<file path="src/lbd_pkg.sv">
// ----------------------------------------------------------------------------
// lbd_pkg - shared types and constants for the LZSS byte decompressor
// Widths, token constants and the command passed from front end to back end.
// ----------------------------------------------------------------------------
package lbd_pkg;

    localparam int BYTE_W     = 8;
    localparam int COUNT_W    = 24;              // output byte counter / out_size
    localparam int WIN_AW     = 12;              // 4096-byte history window
    localparam int DIST_W     = 12;
    localparam int DIST_SHIFT = 4;
    localparam int LEN_W      = 5;               // holds 1..18: match lengths 3..18, capped or literal down to 1
    localparam int LEN_BIAS   = 3;
    localparam int FLAG_W     = 9;               // eight flag bits plus marker
    localparam logic [FLAG_W-1:0] FLAG_MARK  = 9'h100;
    localparam logic [FLAG_W-1:0] FLAG_RESET = 9'd2;
    localparam int QPTR_W     = 1;
    localparam int QUEUE_DEPTH = 1 << QPTR_W;

    // One decoded token: a literal byte or a back-reference copy.
    typedef struct packed {
        logic                is_lit;
        logic [BYTE_W-1:0]   lit;
        logic [DIST_W-1:0]   distance;
        logic [LEN_W-1:0]    len;     // bytes to produce, never zero
        logic [COUNT_W-1:0]  start;   // output count before the first byte
    } t_cmd;

endpackage

</file>
<file path="src/lbd_queue.sv">
// ----------------------------------------------------------------------------
// lbd_queue - command queue
// Small FIFO decoupling the token parser from the copy engine.
// ----------------------------------------------------------------------------
module lbd_queue (
    input  logic          i_clk,
    input  logic          i_rst_n,
    input  logic          i_push,
    input  lbd_pkg::t_cmd i_cmd,
    output logic          o_full,
    input  logic          i_pop,
    output lbd_pkg::t_cmd o_cmd,
    output logic          o_empty
);
    import lbd_pkg::*;

    t_cmd              r_mem [QUEUE_DEPTH];
    logic [QPTR_W-1:0] r_wr, r_rd;
    logic [QPTR_W:0]   r_fill;

    assign o_full  = (r_fill == (QPTR_W+1)'(QUEUE_DEPTH));
    assign o_empty = (r_fill == '0);
    assign o_cmd   = r_mem[r_rd];

    always_ff @(posedge i_clk) begin
        if (i_push) begin
            r_mem[r_wr] <= i_cmd;
        end
    end

    always_ff @(posedge i_clk) begin
        if (!i_rst_n) begin
            r_wr   <= '0;
            r_rd   <= '0;
            r_fill <= '0;
        end else begin
            if (i_push) r_wr <= r_wr + QPTR_W'(1);
            if (i_pop)  r_rd <= r_rd + QPTR_W'(1);
            r_fill <= r_fill + (QPTR_W+1)'(i_push) - (QPTR_W+1)'(i_pop);
        end
    end

`ifndef SYNTHESIS
    a_no_overflow: assert property (@(posedge i_clk) disable iff (!i_rst_n)
        i_push |-> !o_full)
        else $error("queue push while full");
    a_no_underflow: assert property (@(posedge i_clk) disable iff (!i_rst_n)
        i_pop |-> !o_empty)
        else $error("queue pop while empty");
`endif

endmodule

</file>
<file path="config.mk">
export PLATFORM = sky130hd
export DESIGN_NAME = lbd_queue
export DESIGN_NICKNAME = d
export VERILOG_FILES = /design/src/lbd_pkg.sv /design/src/lbd_queue.sv
export SDC_FILE = /design/constraint.sdc
export NUM_CORES = 1
export LEC_CHECK = 0
export ABC_CLOCK_PERIOD_IN_PS = 3720
export BUFFER_PORTS_ARGS = -buffer_cell sky130_fd_sc_hd__buf_2
export CAP_MARGIN = 15
export CORE_ASPECT_RATIO = 0.9
export CORE_MARGIN = 1.5
export CORE_UTILIZATION = 35
export DETAILED_ROUTE_END_ITERATION = 6
export PLACE_DENSITY = 0.58
export SETUP_SLACK_MARGIN = 0.5
export SYNTH_ARGS = -nofsm -noshare
export SYNTH_HDL_FRONTEND = slang
export SYNTH_SLANG_ARGS = --single-unit
</file>
<file path="constraint.sdc">
create_clock -name i_clk -period 3.72 [get_ports i_clk]
set_clock_uncertainty 0.15 [all_clocks]
set_input_delay 0.744 -clock i_clk [delete_from_list [all_inputs] [get_ports i_clk]]
set_output_delay 0.744 -clock i_clk [all_outputs]
set_load 0.03 [all_outputs]
</file>
# After elaboration in Yosys (flattened, before gate mapping)
# Memory sizes are Yosys's and may differ from the RTL's. A register that Yosys moved wholly into a read port is not among the register bits.
# Cells that the tools add are included.
# totals
reg_bits	4
ram_bits	100
inputBits	54
output_inout_bits	52
wordCells	14
mem_count	1
# op_classes
addsub	4
eq_ne	1
n_mux	4
reduce_logical	1
# memory_table
memory	words	width	read_ports	rd_clocked_by_memory_dff	wr	line_no	source
r_mem	2	50	1	1	1	lbd_queue.sv:17	t_cmd r_mem [QUEUE_DEPTH];
# op_table
cell	n
two-way mux 1 bit	4
adder 1 bit, second input constant	2
adder 2 x 1 -> 2 bit	1
equality test 2 bit, second input constant	1
zero test 2 bit	1
subtractor 2 x 1 -> 2 bit	1

# Logic depth before layout (Yosys ltp)
# depth
depth_word	3
ltp_mapped	6
depth_no_buf	6

# Least setup slack after synthesis
# No wires, ideal clock.
# synth_timing
path_type	input port to flip-flop
startpoint	input port i_push
endpoint	memory r_mem[0][0] in the netlist's numbering, enable pin
setup_time_ns	0.465
t_arrival_ns	2.991
t_required_ns	3.105
setup_slack_ns	0.114
stages	1
path_buffers	0
cell_sequence	nor2b_1
# synth_via
elab_chain_cells	2
# synth_lines
item	line_no	source
from (decl)	lbd_queue.sv:8	input logic i_push,
two-way mux 1 bit	lbd_queue.sv:26	if (i_push) begin
two-way mux 1 bit (not written as such)	lbd_queue.sv:27	r_mem[r_wr] <= i_cmd;
to (decl)	lbd_queue.sv:17	
# No other way between the ends.

==> metrics <==
run status=finished clean; PD cells=approximately 530 mW/mm^2; Setup Buffers After CTS=0; pre-CTS setup slack=about 1.2 ns; f_max=between 0.3 and 0.4 GHz; final worst path period share=0.7491; top cells by area, synth=edfxtp_1 73%, mux2_4 18%, buf_12 2.4%; cell count after placement=~430; Period minus WS final=approximately 2.8 ns; # nets final=approximately 350; largest net degree at the start of global routing=51; most frequent cells after synthesis=100 x edfxtp_1, 50 x mux2_4, 5 x buf_12, 5 x dfxtp_1; CP required=~2.8 ns; Resize count post-CTS=0; Antenna diodes=0; crit path DAT=~1.9 ns; Internal Power=roughly 2 mW; WS Path Type=reg2out; worst min-delay path category=reg2reg; drt via density=about 4.3; # clock sinks=105; TritonRoute pass-1 iters=3; final core utilization=0.4399; most common cell in the netlist=edfxtp_1; NetSw=0.6369 mW; worst skew pair latency=0.33 ns; # port buffers=~110; share of power burned in registers=0.537; syn_nets=233; antenna violations before repair=0; initial drt markers=63; Setup-failing EPs final=0; global-route wire length before repair=between 9000 and 10000 microns; chip width=117.0 microns; EDFF count, synth=100; Area Growth Syn to Fin=22.48%; CTS clk-pin slew, worst paths=roughly 0.060 ns; vias in the first global route=slightly below 2000; setup tns final=0 ns; Crit. End Element=primary output; Max transition margin=0.3557; max cap viols=0; DRC=0; register area share after synthesis=0.7586; ys async rst share=0; layout cells sized above 1=0.5850; leakage power=about 2.0 nW; hold_buf cts=0; top-area cell type share of the netlist area=0.7342; routed via count=between 1500 and 2000; Detailed Place HPWL=around 4200 microns; most used flip-flop cell after synthesis=edfxtp_1; crit path launch type=flop; core area=around 0.011 sq mm; post-synthesis cell type count=13; Initial Util=0.3592; die area=approximately 0.012 sq mm; Syn. warnings=0; I/O pin total=around 110; max-slew violations=0; global placer's final weighted congestion=around 0.64; Final ANT Viol Nets=0; Post-Layout Cell Count=450; Overall Global Routing Usage=0.1097; switching share of power=0.2421; Synth Cell Area=between 0.004 and 0.005 sq mm; maximum clock path buffer count=2; CTS Buf Count=9; Mapped Cells=177; Combinational Power Share=0.148; Worst-Margin Slew=0.9665 ns; drt total wl=6585 microns; post-synthesis sequential element count=about 110; # rows=37; total power=between 2 and 3 mW; biggest area consumer among synthesized cells=edfxtp_1; final hold viol count=0; synthesized area per cell=around 23 sq um; clock power share=0.315; VDD IR max=around 0.21 mV; CTS tree=built; CTS root buf=clkbuf_16; CP max FO=50; unrepaired setup endpoints after global routing=no; drt wl/cell=14.63 microns; H-tree depth=3; total gr overflow=0; worst setup margin=0.9332 ns; Die Y=105.6 microns
## through the flow
| stage | hold WS, ns | instance area (sq um) |
|---|---|---|
| final | 0.4271 | 5010 |
| after global routing | 0.4344 | 5010 |
| after CTS | 0.4317 | 5010 |
| after detailed placement | 0.4197 | 4752 |
| after global placement | 0.4088 | 4752 |
| after floorplan | 0.4046 | 4093 |
## cell usage in the layout (no fill, tap or decap)
cell and count:
and2_1 3, and2_2 1, buf_12 2, buf_2 105, clkbuf_1 4, clkbuf_16 9, clkinv_2 2, clkinvlp_4 1
dfxtp_1 4, dfxtp_4 1, edfxtp_1 100, ha_1 2, inv_1 2, mux2_4 50, nor2_1 1, nor2b_1 3
nor2b_4 1, o21a_1 1, xnor3_1 1, xor2_1 1
## metal layers
layer | global-route usage | routed length (microns)
met2 | 0.1788 | 3262
met4 | 0.05422 | 127
met3 | 0.02530 | 304
met1 | 0.1365 | 2890
met5 | 0 | 0
## cell type report
cell class	instances	area (sq um)
clock inverters	3	17.52
fillers	1053	6379
repair buffers	107	565.5
inverters	2	7.507
multi-input cells	64	877.1
well taps	156	195.2
flip-flops and latches	105	3107
clock buffers	13	240.2
## cells by family after synthesis
logic type               after synthesis  synth area share
AND/OR/NAND/NOR                        9           0.01315
adder cells (fa/ha/maj)                2          0.006117
XOR/XNOR                               2          0.007648
buffers and inverters                  8           0.02906
multiplexers                          50            0.1835
AO/OA/AOI/OAI                          1          0.001836
flip-flops                           105            0.7586
## registers in the layout (all words and copies together), names as in the netlist, named ones only
register	flops
r_wr	1
r_rd	1
r_mem	100
r_fill	2
## worst max-delay path, cell delays in order (launching register included)
cell and delay [ns]:
dfxtp_4 1.00, mux2_4 0.36, buf_2 0.18
## power by group through the flow
stage	Clock (mW)	Sequential (mW)	Combinational, mW
final	0.828	1.41	0.389
after global routing	0.907	1.42	0.416
after CTS	0.860	1.42	0.398
after detailed placement	0	1.44	0.397
after global placement	0	1.44	0.393
after floorplan	0	1.41	0.328
## worst paths after layout
path	from	to	slack, ns	cells past startpoint
setup reg to reg	r_wr	r_mem[0][20]	2.04	2
hold / removal	r_rd	flop	0.43	2
hold reg to reg	r_rd	flop	0.43	2
setup / recovery	flop	o_cmd[32]	0.93	2
No activity file was read; power rests on OpenSTA's default activity.
