===== src/lbd_pkg.sv =====
// ----------------------------------------------------------------------------
// lbd_pkg - shared types and constants for the LZSS byte decompressor
// Widths, token constants and the command passed from front end to back end.
// ----------------------------------------------------------------------------
package lbd_pkg;

    localparam int BYTE_W     = 8;
    localparam int COUNT_W    = 24;              // output byte counter / out_size
    localparam int WIN_AW     = 12;              // 4096-byte history window
    localparam int DIST_W     = 12;
    localparam int DIST_SHIFT = 4;
    localparam int LEN_W      = 5;               // holds 1..18: match lengths 3..18, capped or literal down to 1
    localparam int LEN_BIAS   = 3;
    localparam int FLAG_W     = 9;               // eight flag bits plus marker
    localparam logic [FLAG_W-1:0] FLAG_MARK  = 9'h100;
    localparam logic [FLAG_W-1:0] FLAG_RESET = 9'd2;
    localparam int QPTR_W     = 1;
    localparam int QUEUE_DEPTH = 1 << QPTR_W;

    // One decoded token: a literal byte or a back-reference copy.
    typedef struct packed {
        logic                is_lit;
        logic [BYTE_W-1:0]   lit;
        logic [DIST_W-1:0]   distance;
        logic [LEN_W-1:0]    len;     // bytes to produce, never zero
        logic [COUNT_W-1:0]  start;   // output count before the first byte
    } t_cmd;

endpackage


===== src/lbd_in_if.sv =====
// ----------------------------------------------------------------------------
// lbd_in_if - compressed byte channel
// valid/ready handshake carrying one stream byte and the frame start mark.
// ----------------------------------------------------------------------------
interface lbd_in_if;
    logic                      valid;
    logic                      ready;
    logic [lbd_pkg::BYTE_W-1:0] in_byte;
    logic                      frame_start;

    modport source (output valid, output in_byte, output frame_start, input ready);
    modport sink   (input valid, input in_byte, input frame_start, output ready);
endinterface


===== src/lbd_front.sv =====
// ----------------------------------------------------------------------------
// lbd_front - token parser
// Tracks flag bits and token phase, turns stream bytes into literal and copy commands.
// ----------------------------------------------------------------------------
module lbd_front (
    input  logic                        i_clk,
    input  logic                        i_rst_n,
    lbd_in_if.sink                      i_in,
    input  logic [lbd_pkg::COUNT_W-1:0] i_out_size,
    input  logic                        i_q_full,
    output logic                        o_push,
    output lbd_pkg::t_cmd               o_cmd
);
    import lbd_pkg::*;

    typedef enum logic [1:0] {
        PH_TOKEN    = 2'd0,   // next byte starts a token (or reloads flags)
        PH_BODY     = 2'd1,   // flags just loaded, byte is a token body
        PH_MATCH_HI = 2'd2    // second byte of a match
    } t_phase;

    t_phase              r_phase, n_phase, ph_cur;
    logic [FLAG_W-1:0]   r_flag, n_flag, flag_cur, shifted, flag_use;
    logic [BYTE_W-1:0]   r_low, n_low, low_cur;
    logic [COUNT_W-1:0]  r_count, n_count, cnt_cur, rem;
    logic [LEN_W-1:0]    len_full, cap;
    logic                accept;

    assign i_in.ready = !i_q_full;
    assign accept     = i_in.valid && !i_q_full;

    always_comb begin
        ph_cur   = i_in.frame_start ? PH_TOKEN   : r_phase;
        flag_cur = i_in.frame_start ? FLAG_RESET : r_flag;
        low_cur  = i_in.frame_start ? '0         : r_low;
        cnt_cur  = i_in.frame_start ? '0         : r_count;

        shifted  = flag_cur >> 1;
        flag_use = (ph_cur == PH_TOKEN) ? shifted : flag_cur;
        len_full = {1'b0, low_cur[DIST_SHIFT-1:0]} + LEN_W'(LEN_BIAS);
        rem      = i_out_size - cnt_cur;
        cap      = (COUNT_W'(len_full) > rem) ? rem[LEN_W-1:0] : len_full;

        n_phase = ph_cur;
        n_flag  = flag_cur;
        n_low   = low_cur;
        n_count = cnt_cur;
        o_push  = 1'b0;
        o_cmd   = '0;
        o_cmd.start = cnt_cur;

        if (cnt_cur < i_out_size) begin
            unique case (ph_cur)
                PH_MATCH_HI: begin
                    o_push         = accept;
                    o_cmd.distance = {i_in.in_byte, low_cur[BYTE_W-1:DIST_SHIFT]};
                    o_cmd.len      = cap;
                    n_count        = cnt_cur + COUNT_W'(cap);
                    n_phase        = PH_TOKEN;
                end
                PH_TOKEN, PH_BODY: begin
                    priority if (ph_cur == PH_TOKEN && shifted <= FLAG_W'(1)) begin
                        n_flag  = FLAG_MARK | FLAG_W'(i_in.in_byte);
                        n_phase = PH_BODY;
                    end else if (flag_use[0]) begin
                        n_flag       = flag_use;
                        o_push       = accept;
                        o_cmd.is_lit = 1'b1;
                        o_cmd.lit    = i_in.in_byte;
                        o_cmd.len    = LEN_W'(1);
                        n_count      = cnt_cur + COUNT_W'(1);
                        n_phase      = PH_TOKEN;
                    end else begin
                        n_flag  = flag_use;
                        n_low   = i_in.in_byte;
                        n_phase = PH_MATCH_HI;
                    end
                end
                default: n_phase = PH_TOKEN;
            endcase
        end
    end

    always_ff @(posedge i_clk) begin
        if (!i_rst_n) begin
            r_phase <= PH_TOKEN;
            r_flag  <= FLAG_RESET;
            r_low   <= '0;
            r_count <= '0;
        end else if (accept) begin
            r_phase <= n_phase;
            r_flag  <= n_flag;
            r_low   <= n_low;
            r_count <= n_count;
        end
    end

`ifndef SYNTHESIS
    a_push_len: assert property (@(posedge i_clk) disable iff (!i_rst_n)
        o_push |-> (o_cmd.len != '0 && o_cmd.len <= LEN_W'(18)))
        else $error("front pushed a command with bad length");
`endif

endmodule


===== src/flat_wrapper.sv =====
// flat-port wrapper written by rule: the top's interface ports become plain ports
module lbd_front_flat import lbd_pkg::*;
  (i_clk, i_rst_n, i_out_size, i_q_full, o_push, o_cmd, i_in_valid, i_in_in_byte, i_in_frame_start, i_in_ready);
  lbd_in_if i_in_i ();
  input  logic i_clk;
  input  logic i_rst_n;
  input  logic [lbd_pkg::COUNT_W-1:0] i_out_size;
  input  logic i_q_full;
  output logic o_push;
  output lbd_pkg::t_cmd o_cmd;
  input wire logic [$bits(i_in_i.valid)-1:0] i_in_valid;
  input wire logic [$bits(i_in_i.in_byte)-1:0] i_in_in_byte;
  input wire logic [$bits(i_in_i.frame_start)-1:0] i_in_frame_start;
  output wire logic [$bits(i_in_i.ready)-1:0] i_in_ready;
  assign i_in_i.valid = i_in_valid;
  assign i_in_i.in_byte = i_in_in_byte;
  assign i_in_i.frame_start = i_in_frame_start;
  assign i_in_ready = i_in_i.ready;
  lbd_front u_core (.i_clk(i_clk), .i_rst_n(i_rst_n), .i_in(i_in_i), .i_out_size(i_out_size), .i_q_full(i_q_full), .o_push(o_push), .o_cmd(o_cmd));
endmodule

===== config.mk =====
export PLATFORM = sky130hd
export DESIGN_NAME = lbd_front_flat
export DESIGN_NICKNAME = d
export VERILOG_FILES = /design/src/lbd_pkg.sv /design/src/lbd_in_if.sv /design/src/lbd_front.sv /design/src/flat_wrapper.sv
export SDC_FILE = /design/constraint.sdc
export NUM_CORES = 1
export LEC_CHECK = 0
export BUFFER_PORTS_ARGS = -buffer_cell sky130_fd_sc_hd__buf_2
export CORE_UTILIZATION = 59
export CTS_BUF_LIST = sky130_fd_sc_hd__clkbuf_4 sky130_fd_sc_hd__clkbuf_8
export DETAILED_ROUTE_END_ITERATION = 8
export PLACE_DENSITY = 0.84
export SYNTH_ARGS = -nofsm -noshare
export SYNTH_HDL_FRONTEND = slang
export SYNTH_SLANG_ARGS = --single-unit

===== constraint.sdc =====
create_clock -name i_clk -period 7.75 [get_ports i_clk]
set_clock_uncertainty 0.15 [all_clocks]
set_input_delay 0.775 -clock i_clk [delete_from_list [all_inputs] [get_ports i_clk]]
set_output_delay 0.775 -clock i_clk [all_outputs]
set_load 0.005 [all_outputs]

* Yosys cells after proc, flatten, opt, wreduce, memory -nomap -nowiden *
Cells that the tools add are included.

operators by class
  eq/ne operators = 2
  reduce and logical (&&, ||, !) cells = 5
  $add $sub $neg = 4
  multiplexer cells = 33
  $lt $le $gt $ge = 3

operators by type and width
  cell                                                                    count
  24-bit 2-to-1 mux                                                       4
  9-bit 2-to-1 mux                                                        8
  24-bit one-hot mux with 2 select lines                                  1
  8-bit 2-to-1 mux                                                        5
  26-bit 2-to-1 mux                                                       1
  24-bit by 1-bit adder with 24-bit output (second input constant)        1
  24-bit by 5-bit adder with 24-bit output                                1
  5-bit by 24-bit greater-than comparator with 1-bit output               1
  24-bit < comparator                                                     1
  24-bit subtractor                                                       1
  12-bit 2-to-1 mux                                                       1
  2-bit 2-to-1 mux                                                        5
  5-bit 2-to-1 mux                                                        2
  5-bit one-hot mux with 2 select lines                                   1
  8-bit by 1-bit <= comparator with 1-bit output (second input constant)  1
  4-bit by 2-bit adder with 5-bit output (second input constant)          1
  1-bit 2-to-1 mux                                                        4
  2-bit by 1-bit == test with 1-bit output (second input constant)        1
  2-bit == test (second input constant)                                   1
  1-bit logical AND                                                       2
  2-bit logical NOT                                                       1
  1-bit one-hot mux with 2 select lines                                   1
  2-bit OR reduction                                                      1
  1-bit logical NOT                                                       1

word-level totals
  output and inout bits = 52
  register bits after elaboration = 43
  input port bits = 37
  logic and storage cells = 51

* Depth between registers and ports, before layout *
  word-level depth = 7
  depth in mapped cells = 31
  mapped depth without buffers = 30

* Least setup slack after synthesis *
No wires, ideal clock.

  path type = input to register
  start = input port i_in_frame_start
  end = register u_core.r_count[20]
  setup time = 0.119 ns
  slack = 0.752 ns
  data required time = 7.481 ns
  arrival time = 6.729 ns
  path buffers = 3
  stages on the path = 30
  cell sequence = inv_1 > clkbuf_1 > buf_1 > buf_1 > nand2_1 > ha_1 > nor2_1 > a21oi_1 > xnor2_1 > ha_1 > nand2_1 > nor2_1 > a211oi_1 > and4_1 > o2111ai_1 > nor4_1 > nand4_1 > a2111oi_4 > mux2i_1 > ha_1 > inv_1 > fa_1 > o21ai_0 > a21oi_1 > nand2b_1 > or2_2 > o21a_1 > nor2_1 > a21oi_1 > o221a_2

between the ends
  longest elaborated chain between the ends = 7
  elaborated cells between the ends (all ways) = 22
  those cells by class = 4 x add/sub; 3 x order compare; 2 x eq/ne; 10 x mux; 3 x reduce/logical

ends and longest elaborated chain
  element                                                                                               line                              text
  start: declaration                                                                                    flat_wrapper.sv:13                input wire logic [$bits(i_in_i.frame_start)-1:0] i_in_frame_start;
  24-bit 2-to-1 mux (tied with other cells)                                                             lbd_front.sv:36                   cnt_cur = i_in.frame_start ? '0 : r_count;
  24-bit subtractor (tied with other cells)                                                             lbd_front.sv:41                   rem = i_out_size - cnt_cur;
  5-bit by 24-bit greater-than comparator with 1-bit output / 9-bit 2-to-1 mux (equally long branches)  lbd_front.sv:42, lbd_front.sv:39
  5-bit 2-to-1 mux / 24-bit 2-to-1 mux (equally long branches)                                          lbd_front.sv:42, lbd_front.sv:65
  24-bit by 5-bit adder with 24-bit output / 24-bit 2-to-1 mux (equally long branches)                  lbd_front.sv:58, lbd_front.sv:62
  24-bit one-hot mux with 2 select lines                                                                lbd_front.sv:53                   unique case (ph_cur)
  24-bit 2-to-1 mux (*)                                                                                 lbd_front.sv:52                   if (cnt_cur < i_out_size) begin
  end signal: assignment                                                                                lbd_front.sv:94                   r_count <= n_count;
  end: declaration                                                                                      lbd_front.sv:25                   logic [COUNT_W-1:0] r_count, n_count, cnt_cur, rem;

Every way passes the cells marked *; elsewhere a longest branch is shown, timed or not.
A chain may end at the register's enable or synchronous reset.

* Worst setup path after layout *
  start = input port i_in_frame_start
  end = register u_core.r_count[10]

Same word-level chain as after synthesis.

==> run_results.csv <==
group,metric,value,unit
status,outcome,"complete, no violations",
detailed_routing,wirelength,17000,µm
detailed_routing,detail_route.first_pass.iterations,5,
floorplan,core,8220,µm²
setup_path,path_common_cell,"inv_1",
cells_and_area,nets,859,
timing,setup_violations,0,
cells_and_area,utilization,0.683,
place,gp_congestion,1.01,
pwr,peakVddDrop,110,µV
pwr,p_leak,0.00262,µW
clock_network,cts_tree,"yes",
setup_path,slowest_delay,0.45,ns
setup_path,startpoint_type,"primary input",
cells_and_area,drive_above_1_share,0.161,
detailed_routing,viasPerCell,6.65,
floorplan,die_w,94.0,µm
synth,synthCells,715,
detailed_routing,wl_per_cell,19.1,µm
floorplan,row_count,33,
detailed_routing,drt_iter0_drc,551,
clock_network,cts_buffer_depth,2,
worst_hold_path,hold_path_class,"reg -> reg",
synth,ys_seq_area_frac,0.172,
global_route,antenna_found_initial,0,
timing,slew_violations,0,
clock_network,cts-resized-gates,0,
global_route,grt_pass1_vias,5565,
cells_and_area,area_delta_synth_final,12.3,%
timing,fmax,138,MHz
synth,yosysUniqueCellTypes,75,
global_route,grt.overflow.total,0,
synth,yosys.area.top_type,"dfxtp_1",
clock_network,path_clk_slew,0.09,ns
global_route,grt_busiest_layer,"met2",
place,hpwl,13400,µm
setup_path,crit_required,7.79,ns
synth,yosys_warnings,0,
clock_network,cts_made_buffers,5,
place,port_buffers,88,
timing,finalHoldViolCount,0,
timing,period_share,0.936,
global_route,grtUsageMet1,0.495,
setup_path,path_class,"in -> reg",
pwr,p_per_area,117,nW/µm²
timing,rsz0062_at_grt,"false",
place,pre_cts_ws,0.365,ns
setup_path,crit_fanout,9,
synth,synth_top_cells_by_area,"dfxtp_1, ha_1, nand2_1",
clock_network,root_buffer,"clkbuf_8",
clock_network,hold_buffers,0,
floorplan,start_util,0.608,
timing,finalSetupTns,0,ns
synth,synth_fp_nets,792,
detailed_routing,vias,5908,
floorplan,io_pins,89,
global_route,met3_usage,0.0615,
global_route,grt_pass1_wl,27200,µm
detailed_routing,ant_nets,0,
global_route,grt_usage,0.394,
global_route,grt_use_met2,0.661,
synth,avgSynthCellArea,6.98,µm²
synth,ys_ff_latch,43,
timing,finalWorstSetupSlack,0.496,ns
clock_network,cts.htree.levels,2,
floorplan,die_h,94.0,µm
global_route,grt_max_degree,39,
timing,worstMarginPinSlew,1.26,ns
synth,synth_ff_type,"dfxtp_1",
cells_and_area,num-fill-cells,715,
cells_and_area,antenna_cells,0,
setup_path,crit_arrival,7.30,ns
synth,synth-edff-count,0,
clock_network,clock_sinks,43,
synth,synthArstFlopShare,0,
synth,netlist_area,4990,µm²
floorplan,dieArea,8840,µm²
setup_path,slowest_stage,"fa_1",
setup_path,end_kind,"flip-flop",
flow_run,cap_violations,0,
clock_network,clock_latency,0.31,ns
detailed_routing,drt_drc_violations_left,0,
timing,relSlewSlack,0.155,
timing,period_minus_slack,7.25,ns
clock_network,post_cts_buffers,0,
synth,yosysTopAreaCellShare,0.172,
==> worst max-delay path: cells and delay by family <==
family | cells | cell delay, ns
buffers and inverters | 4 | 0.51
multiplexers | 1 | 0.30
XOR/XNOR | 1 | 0.21
AND/OR/NAND/NOR | 11 | 2.13
adder cells (fa/ha/maj) | 4 | 1.36
AO/OA/AOI/OAI | 9 | 2.00
==> power breakdown <==
part	leakage, µW	switching (µW)	total, µW	internal, µW
clock	0.0000703	89.4	220	131
sequential	0.000349	5.72	232	227
combinational	0.00220	132	206	74.5
==> sequential cells by signal, indices dropped and copies added, names as in the netlist <==
signal,cells
u_core.r_phase,2
u_core.r_count,24
u_core.r_low,8
u_core.r_flag,9
==> logic make-up after synthesis <==
kind of cell	after synthesis	synth area share
xor gates and xnor gates	20	0.0351
DFF	43	0.172
muxes	15	0.0323
adders and majority gates	40	0.103
buffers and inverters	83	0.0659
and+or+nand+nor	284	0.281
AOI/OAI and AO/OA	230	0.310
==> cell type report <==
type / count / area [µm²] / share of cell area
well taps: 105 / 131 / 0.0234
inverters: 48 / 180 / 0.0321
multi-input cells: 589 / 3800 / 0.678
clock buffers: 5 / 68.8 / 0.0123
clock inverters: 3 / 71.3 / 0.0127
flip-flops and latches: 43 / 861 / 0.153
repair buffers: 95 / 493 / 0.0879
==> cell usage in the layout, fill, tap and decap left out, types with 19 or more instances in the layout <==
master / n
o21ai_0: 54
nand2_1: 96
buf_2: 88
and3_1: 21
and2_1: 19
ha_1: 38
nand3_1: 20
inv_1: 48
nor2b_1: 25
a21oi_1: 55
nor2_1: 52
dfxtp_1: 43
==> synth_stat cells (5+ instances only) <==
library cell  instances
a21boi_0              5
a21o_1               11
a21oi_1              55
a22o_1                9
a22oi_1              13
a31oi_1               7
and2_1               19
and3_1               21
buf_2                 8
clkbuf_1             23
dfxtp_1              43
ha_1                 38
inv_1                48
mux2i_1              12
nand2_1              96
nand2b_1              9
nand3_1              20
nand4_1               8
nor2_1               52
nor2b_1              25
nor3_1               10
nor4_1                7
o211ai_1              5
o21ai_0              54
o21ai_1               5
o22ai_1               7
o31ai_1               6
xnor2_1              11
xor2_1                9
==> per-layer routing <==
metal | wire, µm | part of all wire
met4 | 544 | 0.032
met2 | 7980 | 0.47
met1 | 6760 | 0.40
met3 | 1710 | 0.10
met5 | 0 | 0
==> path summary, 6_finish.rpt <==
path                     start            endpoint  slack (ns)  cells after the start
min            u_core.r_low[5]     u_core.r_low[5]        0.34                      1
max reg2reg  u_core.r_count[0]  u_core.r_count[10]        0.85                     28
min reg2reg    u_core.r_low[5]     u_core.r_low[5]        0.34                      1
max           i_in_frame_start  u_core.r_count[10]        0.50                     30
==> stage by stage <==
stage | cell area [µm²] | std cells | hold WS [ns] | power [µW]
detailed placement | 5470 | 880 | 0.310 | 437
global placement | 5470 | 880 | 0.303 | 432
CTS | 5610 | 888 | 0.334 | 655
floorplan | 4990 | 715 | 0.291 | 376
global route | 5610 | 888 | 0.374 | 687
finish | 5610 | 888 | 0.336 | 659
Note: power is estimated with default switching activity, not from simulation.
